[src/rtl/core/contour_cell_segments_core_defines.svh]
// ----------------------------------------------------------------------------
// Contour cell segments: assertion macros
// Shared concurrent assertion forms for the contour cell segment core.
// ----------------------------------------------------------------------------
`ifndef CONTOUR_CELL_SEGMENTS_CORE_DEFINES_SVH
`define CONTOUR_CELL_SEGMENTS_CORE_DEFINES_SVH

// Same-cycle implication, checked at every rising clock edge outside reset.
`define CCS_ASSERT_NOW(label, clk, rst, ante, cons, msg) \
   label: assert property (@(posedge clk) disable iff (rst) (ante) |-> (cons)) \
      else $error(msg);

// Next-cycle implication, checked at every rising clock edge outside reset.
`define CCS_ASSERT_NEXT(label, clk, rst, ante, cons, msg) \
   label: assert property (@(posedge clk) disable iff (rst) (ante) |=> (cons)) \
      else $error(msg);

`endif

[src/rtl/core/ccs_pkg.sv]
// ----------------------------------------------------------------------------
// Contour cell segments package
// Widths, sequencer states, triangle case table and endpoint decode.
// ----------------------------------------------------------------------------
package ccs_pkg;

   localparam int DEF_MAX_LEVELS = 16;

   localparam int COORD_W = 16;  // input coordinates and heights
   localparam int P_W     = 20;  // Q16.4 coordinates
   localparam int H_W     = 20;  // heights relative to a level, times four
   localparam int MAG_W   = 18;  // magnitude of such a height
   localparam int DEN_W   = MAG_W + 1;
   localparam int PROD_W  = MAG_W + P_W;
   localparam int NUM_W   = PROD_W + 1;
   localparam int LEV_W   = 22;  // level height, up to base plus 15 steps
   localparam int LIDX_W  = 4;
   localparam int CIDX_W  = 2;
   localparam int CNT_W   = 5;   // level_count register width
   localparam int DCNT_W  = 5;   // divider step counter

   localparam logic [CIDX_W-1:0] CSR_LEVEL_BASE  = 2'd0;
   localparam logic [CIDX_W-1:0] CSR_LEVEL_STEP  = 2'd1;
   localparam logic [CIDX_W-1:0] CSR_LEVEL_COUNT = 2'd2;

   typedef enum logic [3:0] {
      ST_IDLE,
      ST_LEVEL,
      ST_CENTER,
      ST_TRI,
      ST_ENDP,
      ST_MULA,
      ST_MULB,
      ST_DIVLD,
      ST_DIV,
      ST_PUSH,
      ST_FLUSH
   } state_type;

   // Triangle vertex roles: a and b are cell corners, c is the centre.
   typedef enum logic [1:0] {
      ROLE_A,
      ROLE_C,
      ROLE_B
   } role_type;

   typedef struct packed {
      logic     is_x;   // endpoint is an edge crossing between r1 and r2
      role_type r1;
      role_type r2;
   } endp_type;

   // Sign codes: 0 below the level, 1 on it, 2 above it.
   localparam logic [3:0] CASE_TAB [27] = '{
      4'd0, 4'd0, 4'd8,  4'd0, 4'd2, 4'd5,  4'd7, 4'd6, 4'd9,
      4'd0, 4'd3, 4'd4,  4'd1, 4'd3, 4'd1,  4'd4, 4'd3, 4'd0,
      4'd9, 4'd6, 4'd7,  4'd5, 4'd2, 4'd0,  4'd8, 4'd0, 4'd0
   };

   function automatic logic [1:0] sign_code(input logic signed [H_W-1:0] h);
      logic [1:0] s;
      if (h == '0) s = 2'd1;
      else if (h[H_W-1]) s = 2'd0;
      else s = 2'd2;
      return s;
   endfunction

   function automatic logic [3:0] case_lookup(input logic [1:0] sa, input logic [1:0] sc,
                                              input logic [1:0] sb);
      logic [4:0] idx;
      idx = 5'(sa) * 5'd9 + 5'(sc) * 5'd3 + 5'(sb);
      return CASE_TAB[idx];
   endfunction

   function automatic endp_type endp_decode(input logic [3:0] cv, input logic e);
      endp_type r;
      r = '{is_x: 1'b0, r1: ROLE_A, r2: ROLE_A};
      unique case (cv)
         4'd1: r = e ? '{1'b0, ROLE_C, ROLE_C} : '{1'b0, ROLE_A, ROLE_A};
         4'd2: r = e ? '{1'b0, ROLE_B, ROLE_B} : '{1'b0, ROLE_C, ROLE_C};
         4'd3: r = e ? '{1'b0, ROLE_A, ROLE_A} : '{1'b0, ROLE_B, ROLE_B};
         4'd4: r = e ? '{1'b1, ROLE_C, ROLE_B} : '{1'b0, ROLE_A, ROLE_A};
         4'd5: r = e ? '{1'b1, ROLE_B, ROLE_A} : '{1'b0, ROLE_C, ROLE_C};
         4'd6: r = e ? '{1'b1, ROLE_A, ROLE_C} : '{1'b0, ROLE_B, ROLE_B};
         4'd7: r = e ? '{1'b1, ROLE_C, ROLE_B} : '{1'b1, ROLE_A, ROLE_C};
         4'd8: r = e ? '{1'b1, ROLE_B, ROLE_A} : '{1'b1, ROLE_C, ROLE_B};
         4'd9: r = e ? '{1'b1, ROLE_A, ROLE_C} : '{1'b1, ROLE_B, ROLE_A};
         default: r = '{is_x: 1'b0, r1: ROLE_A, r2: ROLE_A};
      endcase
      return r;
   endfunction

   // Vertex number (0 centre, 1..4 corners) of a role in triangle t.
   function automatic logic [2:0] role_vertex(input role_type role, input logic [1:0] t);
      logic [2:0] v;
      unique case (role)
         ROLE_A:  v = 3'(t) + 3'd1;
         ROLE_B:  v = (t == 2'd3) ? 3'd1 : 3'(t) + 3'd2;
         ROLE_C:  v = 3'd0;
         default: v = 3'd0;
      endcase
      return v;
   endfunction

   function automatic logic [MAG_W-1:0] mag_of(input logic signed [H_W-1:0] h);
      logic [H_W-1:0] a;
      a = h[H_W-1] ? H_W'(-h) : H_W'(h);
      return a[MAG_W-1:0];
   endfunction

endpackage

[src/rtl/core/contour_cell_segments_core.sv]
// ----------------------------------------------------------------------------
// Contour cell segments core
// Contour line segments of one grid cell over up to MAX_LEVELS levels, four
// triangles around the centre, crossings found by one shared multiplier and
// one shared restoring divider.
// ----------------------------------------------------------------------------
//  channel | direction | handshake            | payload
//  req_    | in        | req_valid/req_stall  | four corner heights, cell edges
//  rsp_    | out       | rsp_valid/rsp_stall  | level index, segment ends, last
//  csr_    | in        | csr_valid/csr_ready  | register index, write data
//
// A cell passes through the accepting idle state, a scan over the levels, with a
// centre and triangle pass for each level inside the corner range, and the flush;
// per segment come the endpoint states, for each crossing endpoint the multiplier
// and the 20-step divider loop once per axis, and the hand-over. Output stalls
// hold the hand-over and the flush. A new cell is taken only in the idle state.
// Reset is synchronous and clears the control state, output flags and level registers.
module contour_cell_segments_core #(
   parameter int MAX_LEVELS = ccs_pkg::DEF_MAX_LEVELS
) (
   input  logic                              clock,
   input  logic                              reset,
   input  logic                              req_valid,
   output logic                              req_stall,
   input  logic signed [ccs_pkg::COORD_W-1:0] req_height_sw,
   input  logic signed [ccs_pkg::COORD_W-1:0] req_height_se,
   input  logic signed [ccs_pkg::COORD_W-1:0] req_height_ne,
   input  logic signed [ccs_pkg::COORD_W-1:0] req_height_nw,
   input  logic [ccs_pkg::COORD_W-1:0]       req_x_lo,
   input  logic [ccs_pkg::COORD_W-1:0]       req_x_hi,
   input  logic [ccs_pkg::COORD_W-1:0]       req_y_lo,
   input  logic [ccs_pkg::COORD_W-1:0]       req_y_hi,
   output logic                              rsp_valid,
   input  logic                              rsp_stall,
   output logic [ccs_pkg::LIDX_W-1:0]        rsp_level_index,
   output logic [ccs_pkg::P_W-1:0]           rsp_start_x,
   output logic [ccs_pkg::P_W-1:0]           rsp_start_y,
   output logic [ccs_pkg::P_W-1:0]           rsp_end_x,
   output logic [ccs_pkg::P_W-1:0]           rsp_end_y,
   output logic                              rsp_last,
   input  logic                              csr_valid,
   output logic                              csr_ready,
   input  logic [ccs_pkg::CIDX_W-1:0]        csr_index,
   input  logic [ccs_pkg::COORD_W-1:0]       csr_wdata
);
   import ccs_pkg::*;
   `include "contour_cell_segments_core_defines.svh"

   localparam int KW = $clog2(MAX_LEVELS + 1);

   state_type state_ff, state_in;

   logic signed [COORD_W-1:0] base_ff;
   logic [COORD_W-1:0]        step_ff;
   logic [CNT_W-1:0]          lcount_ff;

   logic signed [COORD_W-1:0] cor_ff [4];
   logic signed [COORD_W-1:0] lo_ff, hi_ff;
   logic [COORD_W-1:0]        xl_ff, xr_ff, yl_ff, yr_ff;
   logic signed [LEV_W-1:0]   lev_ff;
   logic [KW-1:0]             k_ff, kcount_ff;
   logic signed [H_W-1:0]     h_ff [5];
   logic [1:0]                t_ff;
   logic [3:0]                cv_ff;
   logic                      e_ff, axis_ff;
   logic [MAG_W-1:0]          magu_ff, magv_ff;
   logic [P_W-1:0]            pux_ff, puy_ff, pvx_ff, pvy_ff;
   logic [PROD_W-1:0]         prod_ff, prod2_ff;
   logic [DEN_W-1:0]          den_ff;
   logic [DEN_W-1:0]          rem_ff;
   logic [P_W-1:0]            sh_ff;
   logic [DCNT_W-1:0]         dcnt_ff;
   logic [P_W-1:0]            sx_ff, sy_ff, ex_ff, ey_ff;

   logic                      pend_valid_ff;
   logic [LIDX_W-1:0]         pend_lidx_ff;
   logic [P_W-1:0]            pend_sx_ff, pend_sy_ff, pend_ex_ff, pend_ey_ff;
   logic                      out_valid_ff, out_last_ff;
   logic [LIDX_W-1:0]         out_lidx_ff;
   logic [P_W-1:0]            out_sx_ff, out_sy_ff, out_ex_ff, out_ey_ff;

   // Control decoded from the state.
   logic                      req_take, out_free, out_load, lev_out, tri_empty, div_last;
   logic signed [COORD_W-1:0] lo_in, hi_in, lo_a, lo_b, hi_a, hi_b;
   logic [KW-1:0]             kcount_in;
   logic [3:0]                cv_in;
   endp_type                  ep;
   logic [2:0]                vu, vv;
   logic [P_W-1:0]            xmid, ymid, vux, vuy, vvx, vvy;
   logic [MAG_W-1:0]          mul_h;
   logic [P_W-1:0]            mul_p;
   logic [PROD_W-1:0]         mul_out;
   logic [NUM_W-1:0]          num;
   logic [DEN_W:0]            dtry;
   logic                      dge;
   logic [DEN_W:0]            dsub;
   logic [P_W-1:0]            quot;
   logic signed [LEV_W-1:0]   dlev [4];
   logic signed [H_W-1:0]     hsum;

   function automatic logic [P_W-1:0] vcoord(input logic [2:0] v, input logic ax,
                                            input logic [P_W-1:0] xm,
                                            input logic [P_W-1:0] ym,
                                            input logic [COORD_W-1:0] xl,
                                            input logic [COORD_W-1:0] xr,
                                            input logic [COORD_W-1:0] yl,
                                            input logic [COORD_W-1:0] yr);
      logic [P_W-1:0] r;
      if (!ax) begin
         unique case (v)
            3'd0:       r = xm;
            3'd1, 3'd4: r = {xl, 4'b0000};
            default:    r = {xr, 4'b0000};
         endcase
      end else begin
         unique case (v)
            3'd0:       r = ym;
            3'd1, 3'd2: r = {yl, 4'b0000};
            default:    r = {yr, 4'b0000};
         endcase
      end
      return r;
   endfunction

   // ---------------------------------------------------------------- control
   always_comb begin
      req_stall = reset || (state_ff != ST_IDLE);
      csr_ready = !reset;
      req_take  = req_valid && !req_stall;
      out_free  = !out_valid_ff || !rsp_stall;
      out_load  = out_free && pend_valid_ff &&
                  ((state_ff == ST_PUSH) || (state_ff == ST_FLUSH));
      lev_out   = (lev_ff < LEV_W'(lo_ff)) || (lev_ff > LEV_W'(hi_ff));
      cv_in     = case_lookup(sign_code(h_ff[role_vertex(ROLE_A, t_ff)]), sign_code(h_ff[0]),
                              sign_code(h_ff[role_vertex(ROLE_B, t_ff)]));
      tri_empty = (cv_in == 4'd0);
      div_last  = (dcnt_ff == DCNT_W'(P_W - 1));
      ep        = endp_decode(cv_ff, e_ff);
      vu        = role_vertex(ep.r1, t_ff);
      vv        = role_vertex(ep.r2, t_ff);
   end

   always_comb begin
      state_in = state_ff;
      unique case (state_ff)
         ST_IDLE:   if (req_take) state_in = ST_LEVEL;
         ST_LEVEL: begin
            if (k_ff == kcount_ff) state_in = ST_FLUSH;
            else if (!lev_out) state_in = ST_CENTER;
         end
         ST_CENTER: state_in = ST_TRI;
         ST_TRI: begin
            if (!tri_empty) state_in = ST_ENDP;
            else if (t_ff == 2'd3) state_in = ST_LEVEL;
         end
         ST_ENDP: begin
            if (ep.is_x) state_in = ST_MULA;
            else if (e_ff) state_in = ST_PUSH;
         end
         ST_MULA:   state_in = ST_MULB;
         ST_MULB:   state_in = ST_DIVLD;
         ST_DIVLD:  state_in = ST_DIV;
         ST_DIV: begin
            if (div_last) begin
               if (!axis_ff) state_in = ST_MULA;
               else if (e_ff) state_in = ST_PUSH;
               else state_in = ST_ENDP;
            end
         end
         ST_PUSH: begin
            if (out_free) state_in = (t_ff == 2'd3) ? ST_LEVEL : ST_TRI;
         end
         ST_FLUSH:  if (out_free) state_in = ST_IDLE;
         default:   state_in = ST_IDLE;
      endcase
   end

   // --------------------------------------------------------------- datapath
   always_comb begin
      lo_a = (req_height_sw < req_height_se) ? req_height_sw : req_height_se;
      lo_b = (req_height_ne < req_height_nw) ? req_height_ne : req_height_nw;
      hi_a = (req_height_sw > req_height_se) ? req_height_sw : req_height_se;
      hi_b = (req_height_ne > req_height_nw) ? req_height_ne : req_height_nw;
      lo_in = (lo_a < lo_b) ? lo_a : lo_b;
      hi_in = (hi_a > hi_b) ? hi_a : hi_b;
      kcount_in = (32'(lcount_ff) > MAX_LEVELS) ? KW'(MAX_LEVELS) : KW'(lcount_ff);

      xmid = {(17'(xl_ff) + 17'(xr_ff)), 3'b000};
      ymid = {(17'(yl_ff) + 17'(yr_ff)), 3'b000};
      vux  = vcoord(vu, 1'b0, xmid, ymid, xl_ff, xr_ff, yl_ff, yr_ff);
      vuy  = vcoord(vu, 1'b1, xmid, ymid, xl_ff, xr_ff, yl_ff, yr_ff);
      vvx  = vcoord(vv, 1'b0, xmid, ymid, xl_ff, xr_ff, yl_ff, yr_ff);
      vvy  = vcoord(vv, 1'b1, xmid, ymid, xl_ff, xr_ff, yl_ff, yr_ff);

      for (int i = 0; i < 4; i++) begin
         dlev[i] = LEV_W'(cor_ff[i]) - lev_ff;
      end
      hsum = H_W'(h_ff[1] >>> 2) + H_W'(h_ff[2] >>> 2) + H_W'(h_ff[3] >>> 2)
           + H_W'(h_ff[4] >>> 2);

      // One multiplier serves both products of a crossing.
      if (state_ff == ST_MULA) begin
         mul_h = magv_ff;
         mul_p = axis_ff ? puy_ff : pux_ff;
      end else begin
         mul_h = magu_ff;
         mul_p = axis_ff ? pvy_ff : pvx_ff;
      end
      mul_out = PROD_W'(mul_h) * PROD_W'(mul_p);
      num     = NUM_W'(prod_ff) + NUM_W'(prod2_ff);

      dtry = {rem_ff, sh_ff[P_W-1]};
      dge  = (dtry >= {1'b0, den_ff});
      dsub = dge ? (dtry - {1'b0, den_ff}) : dtry;
      quot = {sh_ff[P_W-2:0], dge};
   end

   always_ff @(posedge clock) begin
      if (reset) begin
         state_ff      <= ST_IDLE;
         base_ff       <= '0;
         step_ff       <= COORD_W'(1);
         lcount_ff     <= CNT_W'(1);
         pend_valid_ff <= 1'b0;
         out_valid_ff  <= 1'b0;
      end else begin
         state_ff <= state_in;

         if (csr_valid && csr_ready) begin
            unique case (csr_index)
               CSR_LEVEL_BASE:  base_ff   <= csr_wdata;
               CSR_LEVEL_STEP:  step_ff   <= csr_wdata;
               CSR_LEVEL_COUNT: lcount_ff <= csr_wdata[CNT_W-1:0];
               default: ;
            endcase
         end

         if (out_load) out_valid_ff <= 1'b1;
         else if (!rsp_stall) out_valid_ff <= 1'b0;

         unique case (state_ff)
            ST_IDLE: begin
               if (req_take) begin
                  cor_ff[0] <= req_height_sw;
                  cor_ff[1] <= req_height_se;
                  cor_ff[2] <= req_height_ne;
                  cor_ff[3] <= req_height_nw;
                  lo_ff     <= lo_in;
                  hi_ff     <= hi_in;
                  xl_ff     <= req_x_lo;
                  xr_ff     <= req_x_hi;
                  yl_ff     <= req_y_lo;
                  yr_ff     <= req_y_hi;
                  lev_ff    <= LEV_W'(base_ff);
                  k_ff      <= '0;
                  kcount_ff <= kcount_in;
               end
            end
            ST_LEVEL: begin
               if (k_ff != kcount_ff) begin
                  if (lev_out) begin
                     k_ff   <= k_ff + KW'(1);
                     lev_ff <= lev_ff + LEV_W'(step_ff);
                  end else begin
                     for (int i = 0; i < 4; i++) begin
                        h_ff[i+1] <= {dlev[i][H_W-3:0], 2'b00};
                     end
                  end
               end
            end
            ST_CENTER: begin
               h_ff[0] <= hsum;
               t_ff    <= 2'd0;
            end
            ST_TRI: begin
               cv_ff <= cv_in;
               e_ff  <= 1'b0;
               if (tri_empty) begin
                  if (t_ff == 2'd3) begin
                     k_ff   <= k_ff + KW'(1);
                     lev_ff <= lev_ff + LEV_W'(step_ff);
                  end else begin
                     t_ff <= t_ff + 2'd1;
                  end
               end
            end
            ST_ENDP: begin
               magu_ff <= mag_of(h_ff[vu]);
               magv_ff <= mag_of(h_ff[vv]);
               pux_ff  <= vux;
               puy_ff  <= vuy;
               pvx_ff  <= vvx;
               pvy_ff  <= vvy;
               axis_ff <= 1'b0;
               if (!ep.is_x) begin
                  if (e_ff) begin
                     ex_ff <= vux;
                     ey_ff <= vuy;
                  end else begin
                     sx_ff <= vux;
                     sy_ff <= vuy;
                     e_ff  <= 1'b1;
                  end
               end
            end
            ST_MULA:  prod_ff  <= mul_out;
            ST_MULB:  prod2_ff <= mul_out;
            ST_DIVLD: begin
               // The quotient is a weighted mean of two coordinates, so it
               // fits in P_W bits and the high part is already below den.
               rem_ff  <= num[NUM_W-1:P_W];
               sh_ff   <= num[P_W-1:0];
               den_ff  <= DEN_W'(magu_ff) + DEN_W'(magv_ff);
               dcnt_ff <= '0;
            end
            ST_DIV: begin
               rem_ff  <= dsub[DEN_W-1:0];
               sh_ff   <= quot;
               dcnt_ff <= dcnt_ff + DCNT_W'(1);
               if (div_last) begin
                  unique case ({e_ff, axis_ff})
                     2'b00: sx_ff <= quot;
                     2'b01: sy_ff <= quot;
                     2'b10: ex_ff <= quot;
                     default: ey_ff <= quot;
                  endcase
                  axis_ff <= !axis_ff;
                  if (axis_ff && !e_ff) e_ff <= 1'b1;
               end
            end
            ST_PUSH: begin
               if (out_free) begin
                  if (pend_valid_ff) begin
                     out_last_ff  <= 1'b0;
                     out_lidx_ff  <= pend_lidx_ff;
                     out_sx_ff    <= pend_sx_ff;
                     out_sy_ff    <= pend_sy_ff;
                     out_ex_ff    <= pend_ex_ff;
                     out_ey_ff    <= pend_ey_ff;
                  end
                  pend_valid_ff <= 1'b1;
                  pend_lidx_ff  <= LIDX_W'(k_ff);
                  pend_sx_ff    <= sx_ff;
                  pend_sy_ff    <= sy_ff;
                  pend_ex_ff    <= ex_ff;
                  pend_ey_ff    <= ey_ff;
                  if (t_ff == 2'd3) begin
                     k_ff   <= k_ff + KW'(1);
                     lev_ff <= lev_ff + LEV_W'(step_ff);
                  end else begin
                     t_ff <= t_ff + 2'd1;
                  end
               end
            end
            ST_FLUSH: begin
               if (out_free && pend_valid_ff) begin
                  out_last_ff   <= 1'b1;
                  out_lidx_ff   <= pend_lidx_ff;
                  out_sx_ff     <= pend_sx_ff;
                  out_sy_ff     <= pend_sy_ff;
                  out_ex_ff     <= pend_ex_ff;
                  out_ey_ff     <= pend_ey_ff;
                  pend_valid_ff <= 1'b0;
               end
            end
            default: ;
         endcase
      end
   end

   assign rsp_valid       = out_valid_ff;
   assign rsp_level_index = out_lidx_ff;
   assign rsp_start_x     = out_sx_ff;
   assign rsp_start_y     = out_sy_ff;
   assign rsp_end_x       = out_ex_ff;
   assign rsp_end_y       = out_ey_ff;
   assign rsp_last        = out_last_ff;

   // ------------------------------------------------------------- assertions
   `CCS_ASSERT_NOW(a_div_nonzero, clock, reset, state_ff == ST_DIV, den_ff != '0, "divider saw a zero divisor")
   `CCS_ASSERT_NOW(a_div_rem, clock, reset, state_ff == ST_DIV, rem_ff < den_ff, "divider remainder not below divisor")
   `CCS_ASSERT_NOW(a_idle_drained, clock, reset, state_ff == ST_IDLE, !pend_valid_ff, "segment left pending after a cell")
   `CCS_ASSERT_NEXT(a_accept_start, clock, reset, req_valid && !req_stall, state_ff == ST_LEVEL && k_ff == '0, "cell not started at level zero")

endmodule

[config.mk]
export PLATFORM = sky130hd
export DESIGN_NAME = contour_cell_segments_core
export DESIGN_NICKNAME = d
export VERILOG_FILES = /design/src/rtl/core/ccs_pkg.sv /design/src/rtl/core/contour_cell_segments_core.sv
export VERILOG_INCLUDE_DIRS = /design/src /design/src/rtl/core
export SDC_FILE = /design/constraint.sdc
export NUM_CORES = 2
export LEC_CHECK = 0
export BUFFER_PORTS_ARGS = -buffer_cell sky130_fd_sc_hd__buf_2
export CAP_MARGIN = 20
export CELL_PAD_IN_SITES_DETAIL_PLACEMENT = 0
export CELL_PAD_IN_SITES_GLOBAL_PLACEMENT = 1
export CORE_MARGIN = 10
export CORE_UTILIZATION = 40
export DETAILED_ROUTE_END_ITERATION = 10
export PLACE_DENSITY = 0.64
export SYNTH_ARGS = -nofsm -noshare
export SYNTH_HDL_FRONTEND = slang
export SYNTH_SLANG_ARGS = --single-unit
export TNS_END_PERCENT = 5
[constraint.sdc]
create_clock -name clock -period 10.4 [get_ports clock]
set_input_delay 2.08 -clock clock [delete_from_list [all_inputs] [get_ports clock]]
set_output_delay 2.08 -clock clock [all_outputs]
set_load 0.005 [all_outputs]
==> results.yml <==
placed_design:
  io_buffers: 238
  post-dp-hpwl_mm: 126
  detailed_place.area_mm2: 0.0586
  gp_congestion: 0.901
synth:
  avgSynthCellArea_um2: 10.9
  synth_seq_area_share_pct: 43.8
  ys_types: 97
  synth_edf_count: 778
  synth.largest_area_cell: "edfxtp_1"
  synth.area.top_cells: "edfxtp_1, fa_1, ha_1"
  ys.flop_type: "edfxtp_1"
  yosysMostFrequentCell: "edfxtp_1"
  netlist_top_cells_count: "edfxtp_1, nand2_1, inv_1"
  syn-cell-area_mm2: 0.0553
  synth_top_area_share_pct: 42.3
  synthArstFlopShare_pct: 0
  synthesis.nets: 5971
  yosys_warnings: 0
  syn_inst: 5089
  synth_seq_cells: 821
global_route:
  gr-total-overflow: 0
  grt_usage_pct: 20.7
  grt_max_degree: 73
  grt_pass1_vias: 39300
  grt_pass1_wl_mm: 244
  antenna_found_initial: 1
sta:
  final_hold_viol_count: 0
  rsz0062_at_grt: "false"
  finalClockSkew_ns: 0.0409
  tightest_slew_ns: 1.18
  slew_headroom_pct: 21.1
  fin_crit_sh_pct: 87.6
  min_period_ns: 9.11
  finalSetupViolCount: 0
  report.final.slew_viol_count: 0
  timing.fmax_mhz: 110
  tns_ns: 0
critical_path:
  worstPathMaxFanout: 32
  path_class: "reg2reg"
  cp-end-kind: "flop"
  startpoint_type: "flop"
  cp.arrival_ns: 9.57
  cp.required_ns: 10.86
floorplanning:
  die_area_mm2: 0.153
  die_h_um: 392
  rows: 136
  initial_utilization_pct: 40.3
  ios: 239
  die_w_um: 392
  coreArea_mm2: 0.137
cts:
  hold_buffers: 0
  clkTransAtPathRegs_ns: 0.06
  h-tree-depth: 3
  postCtsResizedCells: 0
  clock-sinks: 821
  cts_root_buffer: "clkbuf_16"
  cts_made_buffers: 93
  post-cts-setup-buffers: 0
  cts_tree: "built"
  clk_latency_ns: 0.73
  cts.path.max_buffers: 3
power_and_ir_drop:
  powerDensity_mw_per_mm2: 253
  irDropWorstVdd_mv: 0.275
  leakagePower_nw: 25.8
  p_total_mw: 15.7
status:
  status: "finished, final reports clean"
route:
  detail_route.drc_violations: 0
  wire_per_inst_um: 22.3
  drtIter0Drc: 2790
  first_pass_iters: 6
  postRouteAntennaNets: 0
  vias_per_cell: 5.35
  via_count: 38500
  finalWirelength_mm: 161
layout:
  postLayoutCellArea_mm2: 0.0620
  multiInputGateArea_mm2: 0.0286
  syn_to_final_growth_pct: 12.1
  fill_cells: 12900
  register_area_mm2: 0.0242
  nets: 6210
  drive_gt1_share_pct: 10.1
job:
  drv_cap: 0
min_path:
  hp-class: "reg2reg"
-- worst max-delay path, stage by stage (launching register included) --
cell	delay, ns
dfxtp_1	0.69
nand2_1	0.37
nor2_4	0.35
buf_4	0.42
mux4_2	0.77
nor2b_1	0.24
fa_1	0.54
inv_1	0.05
fa_1	0.46
fa_1	0.51
inv_1	0.05
fa_1	0.49
fa_1	0.50
inv_1	0.05
fa_1	0.48
inv_1	0.04
ha_1	0.21
or4_1	0.41
a31o_2	0.23
a31o_2	0.27
a31o_2	0.31
a2111oi_0	0.77
nor2_1	0.17
a21o_1	0.22
a21oi_1	0.16
xnor2_1	0.10
-- per-stage QoR --
stage          cells  hold WS [ns]  utilization [%]  worst slack (ns)
5_1_grt         7200         0.412             45.1             0.715
4_1_cts         7196         0.403             45.1              1.27
2_1_floorplan   5089         0.400                -              1.03
3_3_place_gp    7021         0.401             42.7              1.43
3_5_place_dp    7023         0.405             42.7              1.27
6_report        7201         0.400             45.1              1.29
-- state kept, by name (all words and copies together) (netlist names), 22 cells and up --
signal and flops:
prod_ff 35, h_ff 92, lev_ff 22, cor_ff 64
prod2_ff 35
-- per-layer routing --
metal	GRT usage (%)	wire [µm]	up-vias
met3	2.85	6870	200
met4	6.25	5110	0
li1	-	-	18500
met1	27.3	71200	19000
met5	0	0	-
met2	35.4	77400	844
-- area by class of cell --
| cell class | count | share of cell area [%] |
|---|---|---|
| inverter | 530 | 3.21 |
| clock inverter | 64 | 1.33 |
| timing repair buffer | 297 | 2.74 |
| antenna | 1 | 0.00404 |
| sequential | 821 | 39.1 |
| clock buffer | 109 | 3.95 |
| multi-input combinational | 3585 | 46.1 |
| tap | 1794 | 3.62 |
-- cell usage in the layout (no fill, tap or decap), types with 17 or more instances in the layout --
cell type / count
mux2i_1: 135
a21boi_0: 23
o32ai_1: 17
a21o_1: 94
edfxtp_1: 778
fa_1: 290
buf_2: 238
inv_1: 530
o21a_1: 38
a211oi_1: 45
a22oi_1: 36
nor4_1: 19
dfxtp_1: 43
or2_2: 20
o21bai_1: 21
and2_1: 37
clkbuf_16: 95
nor2_1: 368
nor2b_1: 82
nand2b_1: 63
or3_1: 29
ha_1: 441
nor3_1: 85
buf_4: 54
xnor2_1: 165
a21oi_1: 287
nand4_1: 32
and3_1: 24
o21ai_0: 223
nand3_1: 84
xor2_1: 83
clkinv_2: 20
nand2_1: 541
-- cells by family (layout without fill, tap and decap cells) --
kind of cell,Yosys count,in the layout,share of synthesized area [%]
AOI/OAI and AO/OA,1009,1009,12.0
xor gates and xnor gates,249,249,3.95
adders and majority gates,731,731,20.5
buffers and inverters,683,1000,4.76
DFF,821,821,43.8
muxes,156,156,3.05
other,0,1,0
and+or+nand+nor,1440,1440,11.9
-- power by group --
part           switching [mW]  leakage, nW  internal [mW]
sequential              0.247         7.41           4.53
combinational            4.45         16.8           3.01
clock                    1.46         1.58           2.01
total                    6.16         25.8           9.55
-- final timing paths --
path             startpoint  cells past startpoint  slack (ns)            end
min          pend_ex_ff[15]                      0        0.40  rsp_end_x[15]
min reg2reg  pend_ex_ff[15]                      0        0.40  rsp_end_x[15]
max             state_ff[0]                     25        1.29   prod2_ff[35]
max reg2reg     state_ff[0]                     25        1.29   prod2_ff[35]
No activity file was read; power rests on OpenSTA's default activity.
